[src/rtl/lcs_pkg.sv]
// Shared types and constants for the longest common substring block.
`default_nettype none

package lcs_pkg;

  localparam int ADDR_W = 6;
  localparam int LEN_W  = 7;
  localparam int CHAR_W = 8;

  // Capacity of each string in bytes.
  localparam logic [LEN_W-1:0] MAX_LEN = 7'd64;

  typedef enum logic [1:0] {
    OP_APPEND_FIRST  = 2'd0,
    OP_APPEND_SECOND = 2'd1,
    OP_COMPUTE       = 2'd2,
    OP_CLEAR         = 2'd3
  } op_t;

  typedef enum logic [2:0] {
    S_IDLE,
    S_ROW,
    S_CELL,
    S_DONE,
    S_EMIT
  } state_t;

  // Control from the sequencer to the row unit.
  typedef struct packed {
    logic              first_row;
    logic              cell_en;
    logic [ADDR_W-1:0] col;
    logic [ADDR_W-1:0] raddr;
  } row_ctrl_t;

endpackage

`default_nettype wire

[src/rtl/lcs_row_unit.sv]
// Previous-row memory and the diagonal run-length cell update.
`default_nettype none

module lcs_row_unit (
  input  wire logic              clk,
  input  wire lcs_pkg::row_ctrl_t ctrl,
  input  wire logic              match,
  output logic [lcs_pkg::LEN_W-1:0] run_len
);

  logic [lcs_pkg::LEN_W-1:0] prev_mem [64];
  logic [lcs_pkg::LEN_W-1:0] prev_rd;
  logic [lcs_pkg::LEN_W-1:0] diag;
  logic [lcs_pkg::LEN_W-1:0] above;
  logic [lcs_pkg::LEN_W-1:0] diag_in;

  // Row zero is implied: treat every entry as zero on the first row.
  assign above   = ctrl.first_row ? '0 : prev_rd;
  assign diag_in = (ctrl.col == '0) ? '0 : diag;
  assign run_len = match ? (diag_in + 7'd1) : '0;

  always_ff @(posedge clk) begin
    prev_rd <= prev_mem[ctrl.raddr];
    if (ctrl.cell_en) begin
      prev_mem[ctrl.col] <= run_len;
      // Keep the old value of this column as the next column's diagonal.
      diag <= above;
    end
  end

endmodule

`default_nettype wire

[src/rtl/longest_common_substring.sv]
// Top level: string stores, table sequencer and result emitter.
//
// Operations 0, 1 and 3 (append to first, append to second, clear) give no
// result. A compute visits one table cell per cycle through the previous-row
// memory, plus a row state at the start of each row that fetches that row's
// byte of the first string. The longest substring then comes out one byte per
// cycle, each result on the ports for one cycle under result_valid, the first
// one registered in the first emit state after the done state; an empty match
// gives a single result, registered in the done state. busy stays high from
// the accepted compute until the last result has been launched; the receiver
// cannot stall.
`default_nettype none

module longest_common_substring (
  input  wire logic                          clk,
  input  wire logic                          rst,
  input  wire logic                          start,
  output logic                               busy,
  input  wire logic [1:0]                    operation,
  input  wire logic [lcs_pkg::CHAR_W-1:0]    char_value,
  output logic                               result_valid,
  output logic [lcs_pkg::CHAR_W-1:0]         out_char,
  output logic [lcs_pkg::LEN_W-1:0]          match_length,
  output logic [lcs_pkg::ADDR_W-1:0]         start_position,
  output logic                               is_last,
  output logic                               is_empty
);

  lcs_pkg::state_t state, state_next;
  lcs_pkg::op_t    op;
  lcs_pkg::row_ctrl_t ctrl;

  logic [lcs_pkg::CHAR_W-1:0] first_mem  [64];
  logic [lcs_pkg::CHAR_W-1:0] second_mem [64];
  logic [lcs_pkg::CHAR_W-1:0] first_rd;
  logic [lcs_pkg::CHAR_W-1:0] second_rd;

  logic [lcs_pkg::LEN_W-1:0]  first_count;
  logic [lcs_pkg::LEN_W-1:0]  second_count;
  logic [lcs_pkg::ADDR_W-1:0] row;
  logic [lcs_pkg::ADDR_W-1:0] col;
  logic [lcs_pkg::LEN_W-1:0]  best_len;
  logic [lcs_pkg::ADDR_W-1:0] best_end;
  logic [lcs_pkg::ADDR_W-1:0] start_pos;
  logic [lcs_pkg::LEN_W-1:0]  emit_k;

  logic                       accept;
  logic                       first_re;
  logic [lcs_pkg::ADDR_W-1:0] first_raddr;
  logic [lcs_pkg::ADDR_W-1:0] sec_raddr;
  logic                       col_last;
  logic                       row_last;
  logic                       emit_last;
  logic [lcs_pkg::LEN_W-1:0]  run_len;

  assign op        = lcs_pkg::op_t'(operation);
  assign busy      = (state != lcs_pkg::S_IDLE);
  assign accept    = start && !busy;
  assign col_last  = (({1'b0, col} + 7'd1) == second_count);
  assign row_last  = (({1'b0, row} + 7'd1) == first_count);
  assign emit_last = ((emit_k + 7'd1) == best_len);

  lcs_row_unit u_row (
    .clk     (clk),
    .ctrl    (ctrl),
    .match   (first_rd == second_rd),
    .run_len (run_len)
  );

  // Next state
  always_comb begin
    state_next = state;
    case (state)
      lcs_pkg::S_IDLE: begin
        if (accept && op == lcs_pkg::OP_COMPUTE) begin
          if (first_count == '0 || second_count == '0) begin
            state_next = lcs_pkg::S_DONE;
          end else begin
            state_next = lcs_pkg::S_ROW;
          end
        end
      end
      lcs_pkg::S_ROW: begin
        state_next = lcs_pkg::S_CELL;
      end
      lcs_pkg::S_CELL: begin
        if (col_last) begin
          state_next = row_last ? lcs_pkg::S_DONE : lcs_pkg::S_ROW;
        end
      end
      lcs_pkg::S_DONE: begin
        state_next = (best_len == '0) ? lcs_pkg::S_IDLE : lcs_pkg::S_EMIT;
      end
      lcs_pkg::S_EMIT: begin
        if (emit_last) begin
          state_next = lcs_pkg::S_IDLE;
        end
      end
      default: begin
        state_next = lcs_pkg::S_IDLE;
      end
    endcase
  end

  // Memory addressing and row-unit control
  always_comb begin
    first_re       = 1'b0;
    first_raddr    = row;
    sec_raddr      = '0;
    ctrl.first_row = (row == '0);
    ctrl.cell_en   = 1'b0;
    ctrl.col       = col;
    case (state)
      lcs_pkg::S_ROW: begin
        first_re = 1'b1;
      end
      lcs_pkg::S_CELL: begin
        sec_raddr    = col + 6'd1;
        ctrl.cell_en = 1'b1;
      end
      lcs_pkg::S_EMIT: begin
        first_re    = 1'b1;
        first_raddr = start_pos + emit_k[lcs_pkg::ADDR_W-1:0];
      end
      default: begin
        first_re = 1'b0;
      end
    endcase
    ctrl.raddr = sec_raddr;
  end

  // String stores
  always_ff @(posedge clk) begin
    if (accept && op == lcs_pkg::OP_APPEND_FIRST && first_count < lcs_pkg::MAX_LEN) begin
      first_mem[first_count[lcs_pkg::ADDR_W-1:0]] <= char_value;
    end
    if (accept && op == lcs_pkg::OP_APPEND_SECOND && second_count < lcs_pkg::MAX_LEN) begin
      second_mem[second_count[lcs_pkg::ADDR_W-1:0]] <= char_value;
    end
    if (first_re) begin
      first_rd <= first_mem[first_raddr];
    end
    second_rd <= second_mem[sec_raddr];
  end

  // Sequencer registers
  always_ff @(posedge clk) begin
    if (rst) begin
      state        <= lcs_pkg::S_IDLE;
      first_count  <= '0;
      second_count <= '0;
      best_len     <= '0;
      best_end     <= '0;
      start_pos    <= '0;
      row          <= '0;
      col          <= '0;
      emit_k       <= '0;
      result_valid <= 1'b0;
      is_last      <= 1'b0;
      is_empty     <= 1'b0;
    end else begin
      state        <= state_next;
      result_valid <= 1'b0;
      case (state)
        lcs_pkg::S_IDLE: begin
          if (accept) begin
            case (op)
              lcs_pkg::OP_APPEND_FIRST: begin
                if (first_count < lcs_pkg::MAX_LEN) begin
                  first_count <= first_count + 7'd1;
                end
              end
              lcs_pkg::OP_APPEND_SECOND: begin
                if (second_count < lcs_pkg::MAX_LEN) begin
                  second_count <= second_count + 7'd1;
                end
              end
              lcs_pkg::OP_COMPUTE: begin
                best_len <= '0;
                best_end <= '0;
                row      <= '0;
              end
              lcs_pkg::OP_CLEAR: begin
                first_count  <= '0;
                second_count <= '0;
                best_len     <= '0;
                best_end     <= '0;
              end
              default: begin
                best_len <= best_len;
              end
            endcase
          end
        end
        lcs_pkg::S_ROW: begin
          col <= '0;
        end
        lcs_pkg::S_CELL: begin
          // Strict compare keeps the first maximum in row-major order.
          if (run_len > best_len) begin
            best_len <= run_len;
            best_end <= row;
          end
          col <= col + 6'd1;
          if (col_last) begin
            row <= row + 6'd1;
          end
        end
        lcs_pkg::S_DONE: begin
          emit_k <= '0;
          if (best_len == '0) begin
            start_pos    <= '0;
            result_valid <= 1'b1;
            is_last      <= 1'b1;
            is_empty     <= 1'b1;
          end else begin
            start_pos <= best_end + 6'd1 - best_len[lcs_pkg::ADDR_W-1:0];
          end
        end
        lcs_pkg::S_EMIT: begin
          result_valid <= 1'b1;
          is_last      <= emit_last;
          is_empty     <= 1'b0;
          emit_k       <= emit_k + 7'd1;
        end
        default: begin
          result_valid <= 1'b0;
        end
      endcase
    end
  end

  assign out_char       = is_empty ? '0 : first_rd;
  assign match_length   = best_len;
  assign start_position = start_pos;

  // A result is only launched from a running transaction.
  a_result_from_busy: assert property (@(posedge clk) disable iff (rst)
    result_valid |-> $past(busy))
    else $error("result strobe without a running transaction");

  a_empty_single: assert property (@(posedge clk) disable iff (rst)
    (result_valid && is_empty) |-> (is_last && match_length == '0))
    else $error("empty result must be the last and carry length zero");

  a_nonempty_len: assert property (@(posedge clk) disable iff (rst)
    (result_valid && !is_empty) |-> (match_length != '0))
    else $error("substring byte emitted with zero length");

  a_count_bound: assert property (@(posedge clk) disable iff (rst)
    (first_count <= lcs_pkg::MAX_LEN) && (second_count <= lcs_pkg::MAX_LEN))
    else $error("string count beyond capacity");

  a_cell_in_range: assert property (@(posedge clk) disable iff (rst)
    (state == lcs_pkg::S_CELL) |->
      (({1'b0, row} < first_count) && ({1'b0, col} < second_count)))
    else $error("table walk outside the loaded strings");

endmodule

`default_nettype wire

[config.mk]
export PLATFORM = sky130hd
export DESIGN_NAME = longest_common_substring
export DESIGN_NICKNAME = d
export VERILOG_FILES = /design/src/rtl/lcs_pkg.sv /design/src/rtl/lcs_row_unit.sv /design/src/rtl/longest_common_substring.sv
export SDC_FILE = /design/constraint.sdc
export NUM_CORES = 2
export LEC_CHECK = 0
export BUFFER_PORTS_ARGS = -buffer_cell sky130_fd_sc_hd__clkbuf_2
export CAP_MARGIN = 20
export CORE_AREA = 2 2 449 362
export CTS_CLUSTER_SIZE = 28
export DETAILED_ROUTE_END_ITERATION = 6
export DIE_AREA = 0 0 451 364
export GPL_TIMING_DRIVEN = 0
export SYNTH_ARGS = -nofsm -noshare
export SYNTH_HDL_FRONTEND = slang
export SYNTH_SLANG_ARGS = --single-unit
export TNS_END_PERCENT = 50
[constraint.sdc]
create_clock -name clk -period 9.7 [get_ports clk]
set_input_delay 0.97 -clock clk [delete_from_list [all_inputs] [get_ports clk]]
set_output_delay 0.97 -clock clk [all_outputs]
set_load 0.01 [all_outputs]
==> summary.md <==
### Run status
* result of the run: complete, no violations

### Die
* core area: 160,400 sq um
* die span in y: 364 microns
* total I/O pin count: 38
* die outline area: 164,200 sq um
* chip width: 451 microns
* Placement Rows: 132
* effective utilization at floorplan: 39.63%

### Critical path
* Largest stage delay, worst path: 0.94 ns
* Buffers & Inverters on Critical Path: 9
* Worst Path Max Fanout: 10
* endpoint of the lowest-slack register-to-register path: second_rd[2]
* delay-heaviest family, CP: buffers and inverters
* beginning of the worst register-to-register path: col[0]
* cell chain of the critical path: buf_2 > inv_2 > clkbuf_1 > clkbuf_1 > ha_1 > clkbuf_1 > clkbuf_1 > clkbuf_1 > buf_8 > clkbuf_1 > a221oi_1 > o32ai_1 > a21oi_1 > a21oi_1
* R2R cell count: 14
* R2R setup slack: 1.63 ns
* capturing element type of the critical path: flop
* crit path kind: flop to flop
* slowest cell on the critical path: o32ai_1
* category of the worst setup path launch point: flop
* crit-path most repeated cell: clkbuf_1
* worst path arrival time: 8.73 ns
* data required time of the critical path: 10.36 ns

### Clocking
* clock-pin transition on the worst setup and hold timing paths: 0.06 ns
* root buf cell: clkbuf_16
* number of H-tree levels: 4
* Sink Count: 1,560
* number of hold-repair buffers added at the cts stage: 0
* Clock Tree Buf Depth: 3
* Setup Buffers After CTS: 0
* number of buffers created by CTS: 161
* later-pin clock latency in the skew report: 0.82 ns
* clock tree from TritonCTS: built
* number of gates given a new drive strength after cts: 0

### Drt
* number of vias after detailed routing: 43,200
* routed length per placed instance: 32.69 microns
* first-pass iteration count of the detailed router: 7
* DRC Markers: 0
* count of antenna-violating nets left after detailed routing: 0
* Routed WL: 228.3 mm
* via-per-instance ratio: 6.187
* drt first-iter violations: 7,838

### STA
* fraction of the cycle the final worst path needs: 83.23%
* Final Skew: 0.05525 ns
* Setup Viol. Count Final: 0
* fmax: 0.1239 GHz
* worst slew margin relative to its limit: 11.08%
* Setup Total Neg Slack: 0 ns
* post-route setup slack: 1.627 ns
* pins over their slew limit: 0
* setup repair after global routing missed its margin: false
* count of endpoints failing hold in the final timing report: 0
* minimum period implied by the final worst setup slack: 8.073 ns
* slew at the pin closest to its max-slew limit: 1.334 ns

### Hold path
* Hold Path End: first_mem[37][4]
* worst hold path depth: 1
* hold wc startpoint: char_value[4]
* classification of the worst-slack hold path: input pin to flop

### Logic synthesis
* fraction of synthesized cell area in xor and xnor cells: 0.8937%
* post-synth net total: 4,504
* area share of the largest cell type after synthesis: 70.25%
* Synth Area in Simple Gates: 10.31%
* mean cell area of the mapped netlist: 14.25 sq um
* synthesized flop and latch total: 1,560
* share of the yosys chip area belonging to registers: 72.55%
* Post-synth EDFFs: 1,487
* top area cells in the synthesized netlist: edfxtp_1, nand2_1, mux4_2
* fraction of synthesis flops using an asynchronous set or reset pin: 0%
* cell with the most instances after synthesis: edfxtp_1
* Synthesis Warnings: 0
* count of unique library cells instantiated by Yosys: 85
* Synth Area in Compound Gates: 7.829%
* Primary FF master, synth: edfxtp_1
* arithmetic-cell share of the synthesized area counting full adders, half adders and majority gates: 0.6536%
* instance count of the mapped netlist: 4,459
* main combinational cell family by area after synthesis: simple AND/OR/NAND/NOR gates
* mux contribution to synthesized area: 5.481%
* ranking of synthesized cells by instance count: edfxtp_1, nand2_1, nor2_1
* Yosys top cell by area: edfxtp_1
* Post-Synthesis Cell Area: 63,560 sq um

### Power and ir drop
* clock power share: 35.5%
* power consumption: 16,490 uW
* IR Drop Worst-Case VDD: 0.0001553 V
* Leakage Power: 0.02355 uW
* Power Dens Cells: 227.8 nW/um^2
* switching fraction of total power: 30.62%
* Gate power share: 19.2%
* internal cell power: 11,440 uW
* Net Switching: 5050 uW
* sequential share of power: 45.2%

### Global route
* initial antenna violation count: 12
* first-pass GRT wire length: 312.2 mm
* vias in the first global route: 39,880
* gr usage total: 27.18%
* overflow left after global routing: 0
* maximum number of pins on one net before global-route repair: 129

### Place
* area after detailed placement: 67,470 sq um
* HPWL reported at the end of detailed placement: 157.0 mm
* post-place setup slack: 1.940 ns
* routability cong.: 1.021
* port bufs: 37

### Layout
* share of post-route cells with drive strength above 1: 11.69%
* Area growth, synth to finish: 13.92%
* final design instance area without fill: 72,410 sq um
* Layout Nets: 4,754

### Run
* # Max-Cap Violations: 0

## kinds of logic (layout without fill, tap and decap cells)
kind of cell,Yosys count,count (layout)
adder cells (fa/ha/maj),32,32
XOR/XNOR,64,64
AO/OA/AOI/OAI,736,736
other,0,7
multiplexers,251,251
flip-flops,1560,1560
buffers and inverters,327,700
AND/OR/NAND/NOR,1489,1489
## sequential cells by signal, summed over array words and instances, names as in the netlist
signal          count
first_mem         512
second_mem        512
u_row.prev_mem    448
first_rd            8
second_rd           8
emit_k              7
first_count         7
match_length        7
second_count        7
u_row.diag          7
u_row.prev_rd       7
best_end            6
col                 6
row                 6
start_position      6
state               3
is_empty            1
is_last             1
result_valid        1
## placed cells by master (no fill, tap or decap), drive strengths merged, types with 33 or more instances in the layout
| cell type | netlist | routed |
|---|---|---|
| clkbuf | 147 | 397 |
| buf | 148 | 197 |
| nor2b | 39 | 39 |
| mux2 | 57 | 57 |
| a31oi | 59 | 59 |
| mux2i | 124 | 124 |
| o22ai | 39 | 39 |
| and3 | 58 | 58 |
| mux4 | 70 | 70 |
| o221ai | 72 | 72 |
| dfxtp | 73 | 73 |
| xnor2 | 35 | 35 |
| o21ai | 77 | 77 |
| nor2 | 296 | 296 |
| a22oi | 33 | 33 |
| edfxtp | 1487 | 1487 |
| a221oi | 35 | 35 |
| clkinv | 1 | 66 |
| a211oi | 63 | 63 |
| nand4 | 53 | 53 |
| nand3 | 211 | 211 |
| nand2 | 735 | 735 |
| inv | 31 | 35 |
| a21oi | 218 | 218 |
## stage by stage
stage / utilization [%] / hold WS, ns / std cells
floorplan: - / 0.4654 / 4459
global placement: 41.42 / 0.4857 / 6640
detailed placement: 42.07 / 0.4952 / 6686
CTS: 45.11 / 0.4174 / 6972
global route: 45.14 / 0.4300 / 6979
finish: 45.15 / 0.4556 / 6983
## cell type report
type / count / area (sq um)
antenna: 7 / 17.52
clock buffer: 212 / 4283
sequential: 1560 / 46110
tap: 2144 / 2683
clock inverter: 74 / 586.8
timing repair buffer: 87 / 1192
buffer: 295 / 1331
fill: 14180 / 87960
multi-input combinational: 2572 / 16080
inverter: 32 / 120.1
## metal layers
metal | vias to the layer above | wire length, microns | GRT usage, % | share of wire (%)
li1 | 17600 | - | - | -
met1 | 21760 | 92450 | 39.97 | 41
met2 | 3364 | 90810 | 36.58 | 40
met3 | 471 | 37160 | 10.43 | 16
met4 | 6 | 7808 | 8.801 | 3.4
met5 | - | 34 | 0 | 0.015
## how the worst max path moves through the flow
stage / from / to / slack (ns) / cells past startpoint
after global routing: col[0] / second_rd[3] / 1.97 / 14
after floorplan: col[0] / match_length[0] / 4.12 / 18
after global placement: col[0] / match_length[2] / -0.54 / 15
after CTS: col[0] / second_rd[3] / 1.92 / 14
final: col[0] / second_rd[2] / 1.63 / 14
after detailed placement: col[0] / second_rd[3] / 1.94 / 14
## power groups by stage
stage          Combinational (uW)  Sequential [uW]  Clock, uW
2_1_floorplan                1450             7580          0
3_3_place_gp                 2890             7620          0
3_5_place_dp                 2990             7600          0
4_1_cts                      3000             7460       5860
5_1_grt                      3180             7460       6120
6_report                     3170             7460       5860
(Power assumes the default switching activity.)
